===== src/rtl/core/fdhc_pkg.sv =====
// Shared types, constants and helpers for the footswitch debounce/hold/combo block.
package fdhc_pkg;

	localparam int PORT_W      = 8;
	localparam int TIME_W      = 32;
	localparam int MS_W        = 16;
	localparam int PIN_MAP_W   = 18;
	localparam int CFG_IDX_W   = 3;
	localparam int CFG_DATA_W  = 18;
	localparam int KIND_W      = 3;
	localparam int SW_W        = 3;
	localparam int MODE_W      = 2;
	localparam int EV_CNT_W    = 3;

	localparam int SWITCH_COUNT_DEF = 6;
	localparam int MAPPED_SWITCHES  = 6;
	localparam int MAX_EVENTS       = 7;
	localparam int QUEUE_DEPTH      = 2;

	// switches that form the network-reset combo
	localparam int COMBO_A = 4;
	localparam int COMBO_B = 5;

	localparam logic [CFG_IDX_W-1:0] CFG_ENABLE   = 3'd0;
	localparam logic [CFG_IDX_W-1:0] CFG_DEBOUNCE = 3'd1;
	localparam logic [CFG_IDX_W-1:0] CFG_HOLD     = 3'd2;
	localparam logic [CFG_IDX_W-1:0] CFG_COMBO    = 3'd3;
	localparam logic [CFG_IDX_W-1:0] CFG_PIN_MAP  = 3'd4;

	localparam logic [MS_W-1:0]      DEBOUNCE_RST = 16'd50;
	localparam logic [MS_W-1:0]      HOLD_RST     = 16'd1000;
	localparam logic [MS_W-1:0]      COMBO_RST    = 16'd5000;
	localparam logic [PIN_MAP_W-1:0] PIN_MAP_RST  = 18'd181896;

	localparam logic [KIND_W-1:0] EV_TAP      = 3'd0;
	localparam logic [KIND_W-1:0] EV_MODE     = 3'd1;
	localparam logic [KIND_W-1:0] EV_UP       = 3'd2;
	localparam logic [KIND_W-1:0] EV_DOWN     = 3'd3;
	localparam logic [KIND_W-1:0] EV_NETRESET = 3'd4;

	localparam logic [MODE_W-1:0] MODE_FX = 2'd0;
	localparam logic [MODE_W-1:0] MODE_SC = 2'd1;
	localparam logic [MODE_W-1:0] MODE_PR = 2'd2;
	localparam logic [MODE_W-1:0] MODE_CM = 2'd3;

	typedef struct packed {
		logic                 enable;
		logic [MS_W-1:0]      debounce;
		logic [MS_W-1:0]      hold;
		logic [MS_W-1:0]      combo;
		logic [PIN_MAP_W-1:0] pin_map;
	} cfg_t;

	typedef struct packed {
		logic [KIND_W-1:0] kind;
		logic [SW_W-1:0]   sw;
		logic [MODE_W-1:0] mode;
		logic              last;
	} ev_t;

	// port bit of a switch: mapped ones from the pin map, the rest by own index
	function automatic logic [2:0] port_bit(input int sw, input logic [PIN_MAP_W-1:0] map);
		logic [2:0] r;
		if (sw < MAPPED_SWITCHES) r = map[3*sw +: 3];
		else r = 3'(sw);
		return r;
	endfunction

	// switches with a long-press action
	function automatic logic has_long(input int sw);
		return (sw == 0) || (sw == 1) || (sw == 2) || (sw == COMBO_A) || (sw == COMBO_B);
	endfunction

endpackage


===== src/rtl/core/fdhc_scan_if.sv =====
// Scan input channel: raw port byte and timestamp.
interface fdhc_scan_if;
	logic       valid;
	logic       ready;
	logic [7:0] raw_pins;
	logic [31:0] now_ms;
	modport source (output valid, output raw_pins, output now_ms, input ready);
	modport sink   (input valid, input raw_pins, input now_ms, output ready);
endinterface


===== src/rtl/core/fdhc_event_if.sv =====
// Event output channel.
interface fdhc_event_if;
	logic       valid;
	logic       ready;
	logic [2:0] event_kind;
	logic [2:0] switch_index;
	logic [1:0] mode_now;
	logic       last_event;
	modport source (output valid, output event_kind, output switch_index, output mode_now,
		output last_event, input ready);
	modport sink   (input valid, input event_kind, input switch_index, input mode_now,
		input last_event, output ready);
endinterface


===== src/rtl/core/fdhc_cfg_if.sv =====
// Configuration write channel.
interface fdhc_cfg_if;
	logic        valid;
	logic        ready;
	logic [2:0]  index;
	logic [17:0] data;
	modport source (output valid, output index, output data, input ready);
	modport sink   (input valid, input index, input data, output ready);
endinterface


===== src/rtl/core/fdhc_front.sv =====
// Front end: per-switch debounce, press/hold tracking and combo detection.
module fdhc_front import fdhc_pkg::*; #(
	parameter int SWITCH_COUNT = SWITCH_COUNT_DEF,
	parameter int REC_W        = 2*SWITCH_COUNT + 1
) (
	input  logic                clk,
	input  logic                arst_n,
	input  cfg_t                cfg,
	input  logic                in_valid,
	output logic                in_ready,
	input  logic [PORT_W-1:0]   raw_pins,
	input  logic [TIME_W-1:0]   now_ms,
	input  logic                q_full,
	output logic                q_push,
	output logic [REC_W-1:0]    q_rec
);

	logic [SWITCH_COUNT-1:0] lv_q, pf_q, hd_q;
	logic [TIME_W-1:0]       ct_q [SWITCH_COUNT];
	logic [TIME_W-1:0]       pt_q [SWITCH_COUNT];
	logic [TIME_W-1:0]       cs_q;
	logic                    rf_q;

	logic [SWITCH_COUNT-1:0] lvl, stable, new_press, held, pf1, hd2, act, tap, pf_fin, hd_fin;
	logic [TIME_W-1:0]       ct_n [SWITCH_COUNT];
	logic [TIME_W-1:0]       pt_n [SWITCH_COUNT];
	logic [TIME_W-1:0]       dt_c [SWITCH_COUNT];
	logic [TIME_W-1:0]       dp_c [SWITCH_COUNT];
	logic [TIME_W-1:0]       dc_c, cs_n;
	logic                    combo, combo_due, net, rf_fin, take;

	assign in_ready = !q_full;
	assign take     = in_valid && in_ready;

	always_comb begin
		for (int i = 0; i < SWITCH_COUNT; i++) begin
			lvl[i]       = raw_pins[port_bit(i, cfg.pin_map)];
			dt_c[i]      = now_ms - ct_q[i];
			dp_c[i]      = now_ms - pt_q[i];
			ct_n[i]      = (lvl[i] != lv_q[i]) ? now_ms : ct_q[i];
			// a changed level restarts the window, so it cannot be stable yet
			stable[i]    = (lvl[i] == lv_q[i]) && (dt_c[i] > TIME_W'(cfg.debounce));
			new_press[i] = stable[i] && !lvl[i] && !pf_q[i];
			pf1[i]       = pf_q[i] || new_press[i];
			pt_n[i]      = new_press[i] ? now_ms : pt_q[i];
			held[i]      = new_press[i] ? (cfg.hold == '0)
				: (dp_c[i] >= TIME_W'(cfg.hold));
			hd2[i]       = new_press[i] ? 1'b0 : hd_q[i];
		end

		combo = stable[COMBO_A] && stable[COMBO_B] && !lvl[COMBO_A] && !lvl[COMBO_B]
			&& pf1[COMBO_A] && pf1[COMBO_B];
		dc_c      = now_ms - cs_q;
		// zero start means idle: the combo starts now
		combo_due = (cs_q == '0) ? (cfg.combo == '0) : (dc_c >= TIME_W'(cfg.combo));
		cs_n      = combo ? ((cs_q == '0) ? now_ms : cs_q) : '0;
		net       = combo && !rf_q && combo_due;
		if (combo) begin
			hd2[COMBO_A] = 1'b1;
			hd2[COMBO_B] = 1'b1;
		end

		for (int i = 0; i < SWITCH_COUNT; i++) begin
			act[i]    = stable[i] && !lvl[i] && pf1[i] && !hd2[i] && held[i] && has_long(i);
			tap[i]    = stable[i] && lvl[i] && pf1[i] && !hd2[i];
			pf_fin[i] = (stable[i] && lvl[i]) ? 1'b0 : pf1[i];
			hd_fin[i] = act[i] ? 1'b1 : ((stable[i] && lvl[i]) ? 1'b0 : hd2[i]);
		end

		rf_fin = (!pf_fin[COMBO_A] && !pf_fin[COMBO_B]) ? 1'b0 : (rf_q || net);
	end

	assign q_rec  = {act, act | tap, net};
	assign q_push = take && cfg.enable && (net || (|act) || (|tap));

	always_ff @(posedge clk or negedge arst_n) begin
		if (!arst_n) begin
			lv_q <= '1;
			pf_q <= '0;
			hd_q <= '0;
			cs_q <= '0;
			rf_q <= 1'b0;
			for (int i = 0; i < SWITCH_COUNT; i++) begin
				ct_q[i] <= '0;
				pt_q[i] <= '0;
			end
		end else if (take && cfg.enable) begin
			lv_q <= lvl;
			pf_q <= pf_fin;
			hd_q <= hd_fin;
			cs_q <= cs_n;
			rf_q <= rf_fin;
			for (int i = 0; i < SWITCH_COUNT; i++) begin
				ct_q[i] <= ct_n[i];
				pt_q[i] <= pt_n[i];
			end
		end
	end

endmodule


===== src/rtl/core/fdhc_queue.sv =====
// Small FIFO of per-scan event records between front and back.
module fdhc_queue import fdhc_pkg::*; #(
	parameter int W     = 13,
	parameter int DEPTH = QUEUE_DEPTH
) (
	input  logic         clk,
	input  logic         arst_n,
	input  logic         push,
	input  logic [W-1:0] din,
	output logic         full,
	input  logic         pop,
	output logic [W-1:0] dout,
	output logic         empty
);

	localparam int PTR_W = (DEPTH > 1) ? $clog2(DEPTH) : 1;
	localparam int CNT_W = $clog2(DEPTH + 1);

	logic [W-1:0]     mem_q [DEPTH];
	logic [PTR_W-1:0] wp_q, rp_q;
	logic [CNT_W-1:0] cnt_q;

	assign full  = (cnt_q == CNT_W'(DEPTH));
	assign empty = (cnt_q == '0);
	assign dout  = mem_q[rp_q];

	always_ff @(posedge clk) begin
		if (push && !full) mem_q[wp_q] <= din;
	end

	always_ff @(posedge clk or negedge arst_n) begin
		if (!arst_n) begin
			wp_q  <= '0;
			rp_q  <= '0;
			cnt_q <= '0;
		end else begin
			if (push && !full) wp_q <= (wp_q == PTR_W'(DEPTH - 1)) ? '0 : wp_q + 1'b1;
			if (pop && !empty) rp_q <= (rp_q == PTR_W'(DEPTH - 1)) ? '0 : rp_q + 1'b1;
			case ({push && !full, pop && !empty})
				2'b10:   cnt_q <= cnt_q + 1'b1;
				2'b01:   cnt_q <= cnt_q - 1'b1;
				default: cnt_q <= cnt_q;
			endcase
		end
	end

endmodule


===== src/rtl/core/fdhc_back.sv =====
// Back end: serializes a record into event beats and keeps the mode state.
module fdhc_back import fdhc_pkg::*; #(
	parameter int SWITCH_COUNT = SWITCH_COUNT_DEF,
	parameter int REC_W        = 2*SWITCH_COUNT + 1
) (
	input  logic             clk,
	input  logic             arst_n,
	input  logic             q_empty,
	input  logic [REC_W-1:0] q_rec,
	output logic             q_pop,
	output logic             out_valid,
	input  logic             out_ready,
	output ev_t              out_ev
);

	localparam int PW    = SWITCH_COUNT + 1;
	localparam int SEL_W = $clog2(PW);
	localparam int IDX_W = $clog2(SWITCH_COUNT);

	logic                    work_q, ov_q;
	logic [PW-1:0]           pend_q;
	logic [SWITCH_COUNT-1:0] act_q;
	logic [EV_CNT_W-1:0]     cnt_q;
	logic [MODE_W-1:0]       cur_q, sav_q;
	ev_t                     ev_q;

	logic [SEL_W-1:0]  sel;
	logic [IDX_W-1:0]  sw_idx;
	logic              is_net, is_act, last, adv;
	logic [PW-1:0]     rest;
	logic [KIND_W-1:0] kind;
	logic [SW_W-1:0]   sw_c;
	logic [MODE_W-1:0] mode_n, sav_n;

	always_comb begin
		sel = '0;
		for (int i = PW - 1; i >= 0; i--) begin
			if (pend_q[i]) sel = SEL_W'(i);
		end
		is_net = (sel == '0);
		sw_idx = IDX_W'(sel - SEL_W'(1));
		sw_c   = is_net ? SW_W'(COMBO_A) : SW_W'(sw_idx);
		is_act = !is_net && act_q[sw_idx];
		mode_n = cur_q;
		sav_n  = sav_q;
		kind   = EV_TAP;
		if (is_net) begin
			kind = EV_NETRESET;
		end else if (is_act) begin
			case (sw_c)
				3'd0: begin
					kind   = EV_MODE;
					mode_n = (cur_q == MODE_FX) ? MODE_SC : MODE_FX;
				end
				3'd1: begin
					kind   = EV_MODE;
					mode_n = (cur_q == MODE_PR) ? MODE_SC : MODE_PR;
				end
				3'd2: begin
					kind = EV_MODE;
					// custom mode goes back to the remembered mode
					if (cur_q == MODE_CM) begin
						mode_n = sav_q;
					end else begin
						sav_n  = cur_q;
						mode_n = MODE_CM;
					end
				end
				3'd4:    kind = EV_UP;
				3'd5:    kind = EV_DOWN;
				default: kind = EV_TAP;
			endcase
		end
		rest = pend_q & ~(PW'(1) << sel);
		last = (rest == '0) || (cnt_q == EV_CNT_W'(MAX_EVENTS - 1));
		adv  = work_q && (!ov_q || out_ready);
	end

	assign q_pop     = !work_q && !q_empty;
	assign out_valid = ov_q;
	assign out_ev    = ev_q;

	always_ff @(posedge clk or negedge arst_n) begin
		if (!arst_n) begin
			work_q <= 1'b0;
			ov_q   <= 1'b0;
			cnt_q  <= '0;
			cur_q  <= MODE_FX;
			sav_q  <= MODE_FX;
		end else begin
			if (q_pop) begin
				work_q <= 1'b1;
				cnt_q  <= '0;
			end else if (adv) begin
				cnt_q <= cnt_q + 1'b1;
				if (last) work_q <= 1'b0;
			end
			if (adv) begin
				ov_q  <= 1'b1;
				cur_q <= mode_n;
				sav_q <= sav_n;
			end else if (out_ready) begin
				ov_q <= 1'b0;
			end
		end
	end

	always_ff @(posedge clk) begin
		if (q_pop) begin
			pend_q <= q_rec[PW-1:0];
			act_q  <= q_rec[REC_W-1:PW];
		end else if (adv) begin
			pend_q <= rest;
		end
		if (adv) ev_q <= '{kind: kind, sw: sw_c, mode: mode_n, last: last};
	end

endmodule


===== src/rtl/core/footswitch_debounce_hold_combo.sv =====
// Top level of the footswitch debounce, long-press and combo block.
//
//   channel  | dir | beat payload                                   | handshake
//   ---------+-----+------------------------------------------------+-----------
//   scan     | in  | raw_pins[7:0] (active low), now_ms[31:0]       | valid/ready
//   events   | out | event_kind, switch_index, mode_now, last_event | valid/ready
//   cfg      | in  | index[2:0], data[17:0]                         | valid/ready
//
// A scan beat is taken whenever the two-entry record queue has room; while enabled,
// all per-switch debounce, hold and combo state is updated in the cycle it is taken.
// The back end loads a record, then sends one event beat per cycle while the sink
// is ready, at most seven per record, and loads the next record after the last beat.
// A stalled event sink backs up the queue only; scans stall once it is full.
// Reset is asynchronous; no clearing pass follows it. cfg is always ready.
module footswitch_debounce_hold_combo import fdhc_pkg::*; #(
	parameter int SWITCH_COUNT = SWITCH_COUNT_DEF
) (
	input  logic          clk,
	input  logic          arst_n,
	fdhc_scan_if.sink     scan,
	fdhc_event_if.source  events,
	fdhc_cfg_if.sink      cfg
);

	localparam int REC_W = 2*SWITCH_COUNT + 1;

	cfg_t             cfg_q;
	logic             q_push, q_pop, q_full, q_empty;
	logic [REC_W-1:0] rec_in, rec_out;
	ev_t              ev;

	// register file; writes to unknown indexes fall through
	assign cfg.ready = 1'b1;

	always_ff @(posedge clk or negedge arst_n) begin
		if (!arst_n) begin
			cfg_q <= '{enable: 1'b0, debounce: DEBOUNCE_RST, hold: HOLD_RST,
				combo: COMBO_RST, pin_map: PIN_MAP_RST};
		end else if (cfg.valid) begin
			case (cfg.index)
				CFG_ENABLE:   cfg_q.enable   <= cfg.data[0];
				CFG_DEBOUNCE: cfg_q.debounce <= cfg.data[MS_W-1:0];
				CFG_HOLD:     cfg_q.hold     <= cfg.data[MS_W-1:0];
				CFG_COMBO:    cfg_q.combo    <= cfg.data[MS_W-1:0];
				CFG_PIN_MAP:  cfg_q.pin_map  <= cfg.data[PIN_MAP_W-1:0];
				default: ;
			endcase
		end
	end

	// front: classifies each scan into a record of pending events
	fdhc_front #(.SWITCH_COUNT(SWITCH_COUNT), .REC_W(REC_W)) u_front (
		.clk      (clk),
		.arst_n   (arst_n),
		.cfg      (cfg_q),
		.in_valid (scan.valid),
		.in_ready (scan.ready),
		.raw_pins (scan.raw_pins),
		.now_ms   (scan.now_ms),
		.q_full   (q_full),
		.q_push   (q_push),
		.q_rec    (rec_in)
	);

	// decouples scan intake from event delivery
	fdhc_queue #(.W(REC_W), .DEPTH(QUEUE_DEPTH)) u_queue (
		.clk    (clk),
		.arst_n (arst_n),
		.push   (q_push),
		.din    (rec_in),
		.full   (q_full),
		.pop    (q_pop),
		.dout   (rec_out),
		.empty  (q_empty)
	);

	// back: network reset first, then switch events in switch order; mode lives here
	fdhc_back #(.SWITCH_COUNT(SWITCH_COUNT), .REC_W(REC_W)) u_back (
		.clk       (clk),
		.arst_n    (arst_n),
		.q_empty   (q_empty),
		.q_rec     (rec_out),
		.q_pop     (q_pop),
		.out_valid (events.valid),
		.out_ready (events.ready),
		.out_ev    (ev)
	);

	assign events.event_kind   = ev.kind;
	assign events.switch_index = ev.sw;
	assign events.mode_now     = ev.mode;
	assign events.last_event   = ev.last;

endmodule


===== src/flat_wrapper.sv =====
// flat-port wrapper written by rule: the top's interface ports become plain ports
module footswitch_debounce_hold_combo_flat import fdhc_pkg::*;
#(
	parameter int SWITCH_COUNT = SWITCH_COUNT_DEF
)
  (clk, arst_n, scan_valid, scan_raw_pins, scan_now_ms, scan_ready, events_valid, events_event_kind, events_switch_index, events_mode_now, events_last_event, events_ready, cfg_valid, cfg_index, cfg_data, cfg_ready);
  fdhc_scan_if scan_i ();
  fdhc_event_if events_i ();
  fdhc_cfg_if cfg_i ();
  input  logic clk;
  input  logic arst_n;
  input wire logic [$bits(scan_i.valid)-1:0] scan_valid;
  input wire logic [$bits(scan_i.raw_pins)-1:0] scan_raw_pins;
  input wire logic [$bits(scan_i.now_ms)-1:0] scan_now_ms;
  output wire logic [$bits(scan_i.ready)-1:0] scan_ready;
  output wire logic [$bits(events_i.valid)-1:0] events_valid;
  output wire logic [$bits(events_i.event_kind)-1:0] events_event_kind;
  output wire logic [$bits(events_i.switch_index)-1:0] events_switch_index;
  output wire logic [$bits(events_i.mode_now)-1:0] events_mode_now;
  output wire logic [$bits(events_i.last_event)-1:0] events_last_event;
  input wire logic [$bits(events_i.ready)-1:0] events_ready;
  input wire logic [$bits(cfg_i.valid)-1:0] cfg_valid;
  input wire logic [$bits(cfg_i.index)-1:0] cfg_index;
  input wire logic [$bits(cfg_i.data)-1:0] cfg_data;
  output wire logic [$bits(cfg_i.ready)-1:0] cfg_ready;
  assign scan_i.valid = scan_valid;
  assign scan_i.raw_pins = scan_raw_pins;
  assign scan_i.now_ms = scan_now_ms;
  assign scan_ready = scan_i.ready;
  assign events_valid = events_i.valid;
  assign events_event_kind = events_i.event_kind;
  assign events_switch_index = events_i.switch_index;
  assign events_mode_now = events_i.mode_now;
  assign events_last_event = events_i.last_event;
  assign events_i.ready = events_ready;
  assign cfg_i.valid = cfg_valid;
  assign cfg_i.index = cfg_index;
  assign cfg_i.data = cfg_data;
  assign cfg_ready = cfg_i.ready;
  footswitch_debounce_hold_combo #(.SWITCH_COUNT(SWITCH_COUNT)) u_core (.clk(clk), .arst_n(arst_n), .scan(scan_i), .events(events_i), .cfg(cfg_i));
endmodule

===== config.mk =====
export PLATFORM = sky130hd
export DESIGN_NAME = footswitch_debounce_hold_combo_flat
export DESIGN_NICKNAME = d
export VERILOG_FILES = /design/src/rtl/core/fdhc_pkg.sv /design/src/rtl/core/fdhc_scan_if.sv /design/src/rtl/core/fdhc_event_if.sv /design/src/rtl/core/fdhc_cfg_if.sv /design/src/rtl/core/fdhc_front.sv /design/src/rtl/core/fdhc_queue.sv /design/src/rtl/core/fdhc_back.sv /design/src/rtl/core/footswitch_debounce_hold_combo.sv /design/src/flat_wrapper.sv
export SDC_FILE = /design/constraint.sdc
export NUM_CORES = 2
export LEC_CHECK = 0
export BUFFER_PORTS_ARGS = -buffer_cell sky130_fd_sc_hd__buf_2
export CAP_MARGIN = 20
export CORE_ASPECT_RATIO = 1.25
export CORE_MARGIN = 4
export CORE_UTILIZATION = 37
export CTS_CLUSTER_SIZE = 25
export DETAILED_ROUTE_END_ITERATION = 10
export SLEW_MARGIN = 40
export SYNTH_ARGS = -nofsm -noshare
export SYNTH_HDL_FRONTEND = slang
export SYNTH_SLANG_ARGS = --single-unit

===== constraint.sdc =====
create_clock -name clk -period 8.6 [get_ports clk]
set_input_delay 0.43 -clock clk [delete_from_list [all_inputs] [get_ports clk]]
set_output_delay 0.43 -clock clk [all_outputs]
set_load 0.01 [all_outputs]

==> impl_metrics.toml <==
[sta]
setup_repair_after_global_routing_missed_its_margin = "no"
setup_tns_ps = 0
worstMarginPinSlew_ps = 865
timing.final.max_slew_violations = 0
min_period_ps = 7420
timing_hold_violations_final = 0
timing.final.crit_share_pct = 86.2
max-slew-margin-rel_pct = 41.9
fmax_mhz = 135
postLayoutSetupSlackWorst_ps = 1180
skew_ps = 46.5
final-setup-viol-count = 0

[synthesis]
synth.area.mux_share_pct = 10.7
synth_xor_xnor_area_share_pct = 4.31
synth_seq_area_share_pct = 27.8
dominant_combinational_cell_family_by_area_after_synthesis = "compound AO/OA/AOI/OAI gates"
synth.lib_cells_used.distinct = 98
synth-adder-area-share_pct = 15.4
synth.ff_latch_count = 528
syn_std_cell_area_um2 = 48400
synthTopCellsByCount = "575 x ha_1, 537 x inv_1, 456 x dfrtp_1"
synth-compound-area-share_pct = 21.0
synth_edf_count = 45
synth_fp_nets = 6253
synth_area_per_cell_um2 = 8.64
async_flop_share_pct = 91.5
synth_simple_gate_area_share_pct = 15.0
synth_top_cells_by_area = "dfrtp_1 24%, ha_1 15%, mux2_2 8.8%, a21oi_1 4.6%, inv_1 4.2%"
yosys.cell_count.top_type = "ha_1"
yosys_warnings = 0
synth_top_cell_by_area = "dfrtp_1"
postSynth.topFlopCell = "dfrtp_1"
synthesis.instances = 5600
post-synth-top-area-fraction_pct = 23.6

[worst_hold_path]
worst_hold_startpoint = "cfg_data[3]"
hp-class = "in -> reg"
min_delay_path_depth = 3

[die]
die_y_um = 412
design.portCount = 78
placeableCoreArea_um2 = 130000
initial_core_util_pct = 37.2
die-width_um = 331
floorplan.die_area_um2 = 137000
placement_rows = 148

[placed_design]
placement.setup.worst_slack_ps = 1210
number_of_port_buffers = 76
placed_cells_incl_taps = 7289
place_congestion = 0.913
placed_cell_area_um2 = 50900
place_hpwl_um = 122000

[critical_path]
crit_path_end_kind = "flop"
crit_start = "scan_now_ms[0]"
worst_setup_path_start_kind = "primary input"
rr_startpoint = "u_core.u_front.pt_q[0]"
timing.critical_path.slowest_stage_cell = "dlygate4sd3_1"
worst-r2r-cell-count = 26
crit_type = "in -> reg"
slowest_delay_ps = 640
cp_max_fanout = 9
cp_data_arrival_time_ps = 7990
rrSetupSlack_ps = 1690
critical_path_required_ps = 9170

[clock_tree]
numClockSinks = 528
cts_max_level = 3
cts.path.max_buffers = 3
tritoncts.num_buffers = 68
clkLatencyLatePin_ps = 680
cts.reportedPaths.clkPinSlew_ps = 60
cts_root_buffer = "clkbuf_16"
cts_tree = "built"
post_cts_resized = 0

[layout]
ff_latch_area_um2 = 13500
area_delta_synth_final_pct = 10.3
finalNetCount = 6291
finish.cell_count_without_fillers = 7419
multi_input_area_um2 = 32200
final_layout_fill_cell_count = 13100
postLayoutCellArea_um2 = 53400
layout-drive-gt1-share_pct = 13.1

[routing]
wire_per_inst_um = 21.6
drt-pass1-iter-count = 6
first_drt_iteration_drcs = 3236
ant_nets = 0
drt-vias-per-instance = 5.81
remaining_drc_errors = 0
num_vias = 43100
drt_wl_total_um = 160000

[grt]
grt_antenna_before_repair = 11
vias_in_the_first_global_route = 41900
grt_overflow_total = 0
grt_max_degree = 117
grt_first_pass_wirelength_um = 245000
grt_util_all_layers_pct = 22.8

[outcome]
outcome = "finished clean"

[pwr]
cellPowerDensity_nw_per_um2 = 387
leakagePower_uw = 0.0238
irDropWorstVdd_uv = 187

[flow_run]
max-cap-violations = 0
-- metal layers --
| metal | GRT usage (%) | vias to the layer above | routed length, µm |
|---|---|---|---|
| li1 | - | 20500 | - |
| met1 | 28.2 | 21100 | 67300 |
| met2 | 39.9 | 1186 | 76900 |
| met3 | 2.67 | 301 | 8000 |
| met4 | 10.2 | 2 | 7710 |
| met5 | 0 | - | 9 |
-- layout make-up --
cell class	count	area share, %
diodes	4	0.0187
multi-input cells	4333	60.3
clock inverters	32	0.874
flip-flops and latches	528	25.2
well taps	1725	4.04
inverters	538	3.78
clock buffers	90	3.62
repair buffers	169	2.18
-- cell families after synthesis --
group | Yosys count
AO/OA/AOI/OAI | 1583
AND/OR/NAND/NOR | 1473
buffers and inverters | 739
adder cells (fa/ha/maj) | 587
flip-flops | 528
multiplexers | 451
XOR/XNOR | 238
other | 1
-- critical path, delay by kind of cell --
kind	cells	cell delay, ps
AO/OA/AOI/OAI	7	1750
AND/OR/NAND/NOR	11	2990
adder cells (fa/ha/maj)	4	1160
buffers and inverters	5	1350
XOR/XNOR	2	310
-- stage by stage --
stage	power, µW	util (%)	hold slack, ps
2_1_floorplan	14100	-	134
3_3_place_gp	17200	39.1	467
3_5_place_dp	17400	39.2	476
4_1_cts	20600	41.1	20.8
5_1_grt	22500	41.1	49.0
6_report	20700	41.1	65.3
-- worst paths after layout --
path	endpoint
max	u_core.u_queue.cnt_q[1]
min	u_core.cfg_q[37]
max reg2reg	u_core.u_queue.cnt_q[1]
min reg2reg	u_core.u_front.ct_q[97]
max in group asynchronous	u_core.u_front.pt_q[120]
min in group asynchronous	u_core.u_front.ct_q[26]
-- what timing repair did --
action	in CTS	in global routing
endpoints found under the hold margin	80	0
hold buffers	4	0
buffers inserted	0	0
-- power by group --
part	internal (µW)	switching (µW)	leakage, µW	total [µW]
Sequential	3600	572	0.00639	4170
Combinational	5610	7800	0.0162	13400
Clock	1890	1210	0.00117	3100
Total	11100	9590	0.0238	20700
-- registers in the layout, summed over array words and instances, names as in the netlist, 3 cells and up --
name,count
u_core.u_front.lv_q,6
u_core.u_front.cs_q,32
u_core.u_back.cnt_q,3
u_core.u_front.ct_q,192
u_core.u_back.act_q,5
u_core.cfg_q,67
u_core.u_queue.mem_q,24
u_core.u_back.out_ev,9
u_core.u_back.pend_q,7
u_core.u_front.hd_q,6
u_core.u_front.pf_q,6
u_core.u_front.pt_q,160
-- cells in the final DEF, fill, tap and decap left out, drive strengths merged, types with 87 or more instances in the layout --
cell type,instances
mux2,385
nand2,440
ha,575
o21ai,368
xnor2,151
buf,165
nand3,140
a21o,164
xor2,87
clkbuf,90
a21oi,444
nor2,310
nand4,91
inv,542
dfrtp,456
Power figures use the tool's default switching activity.
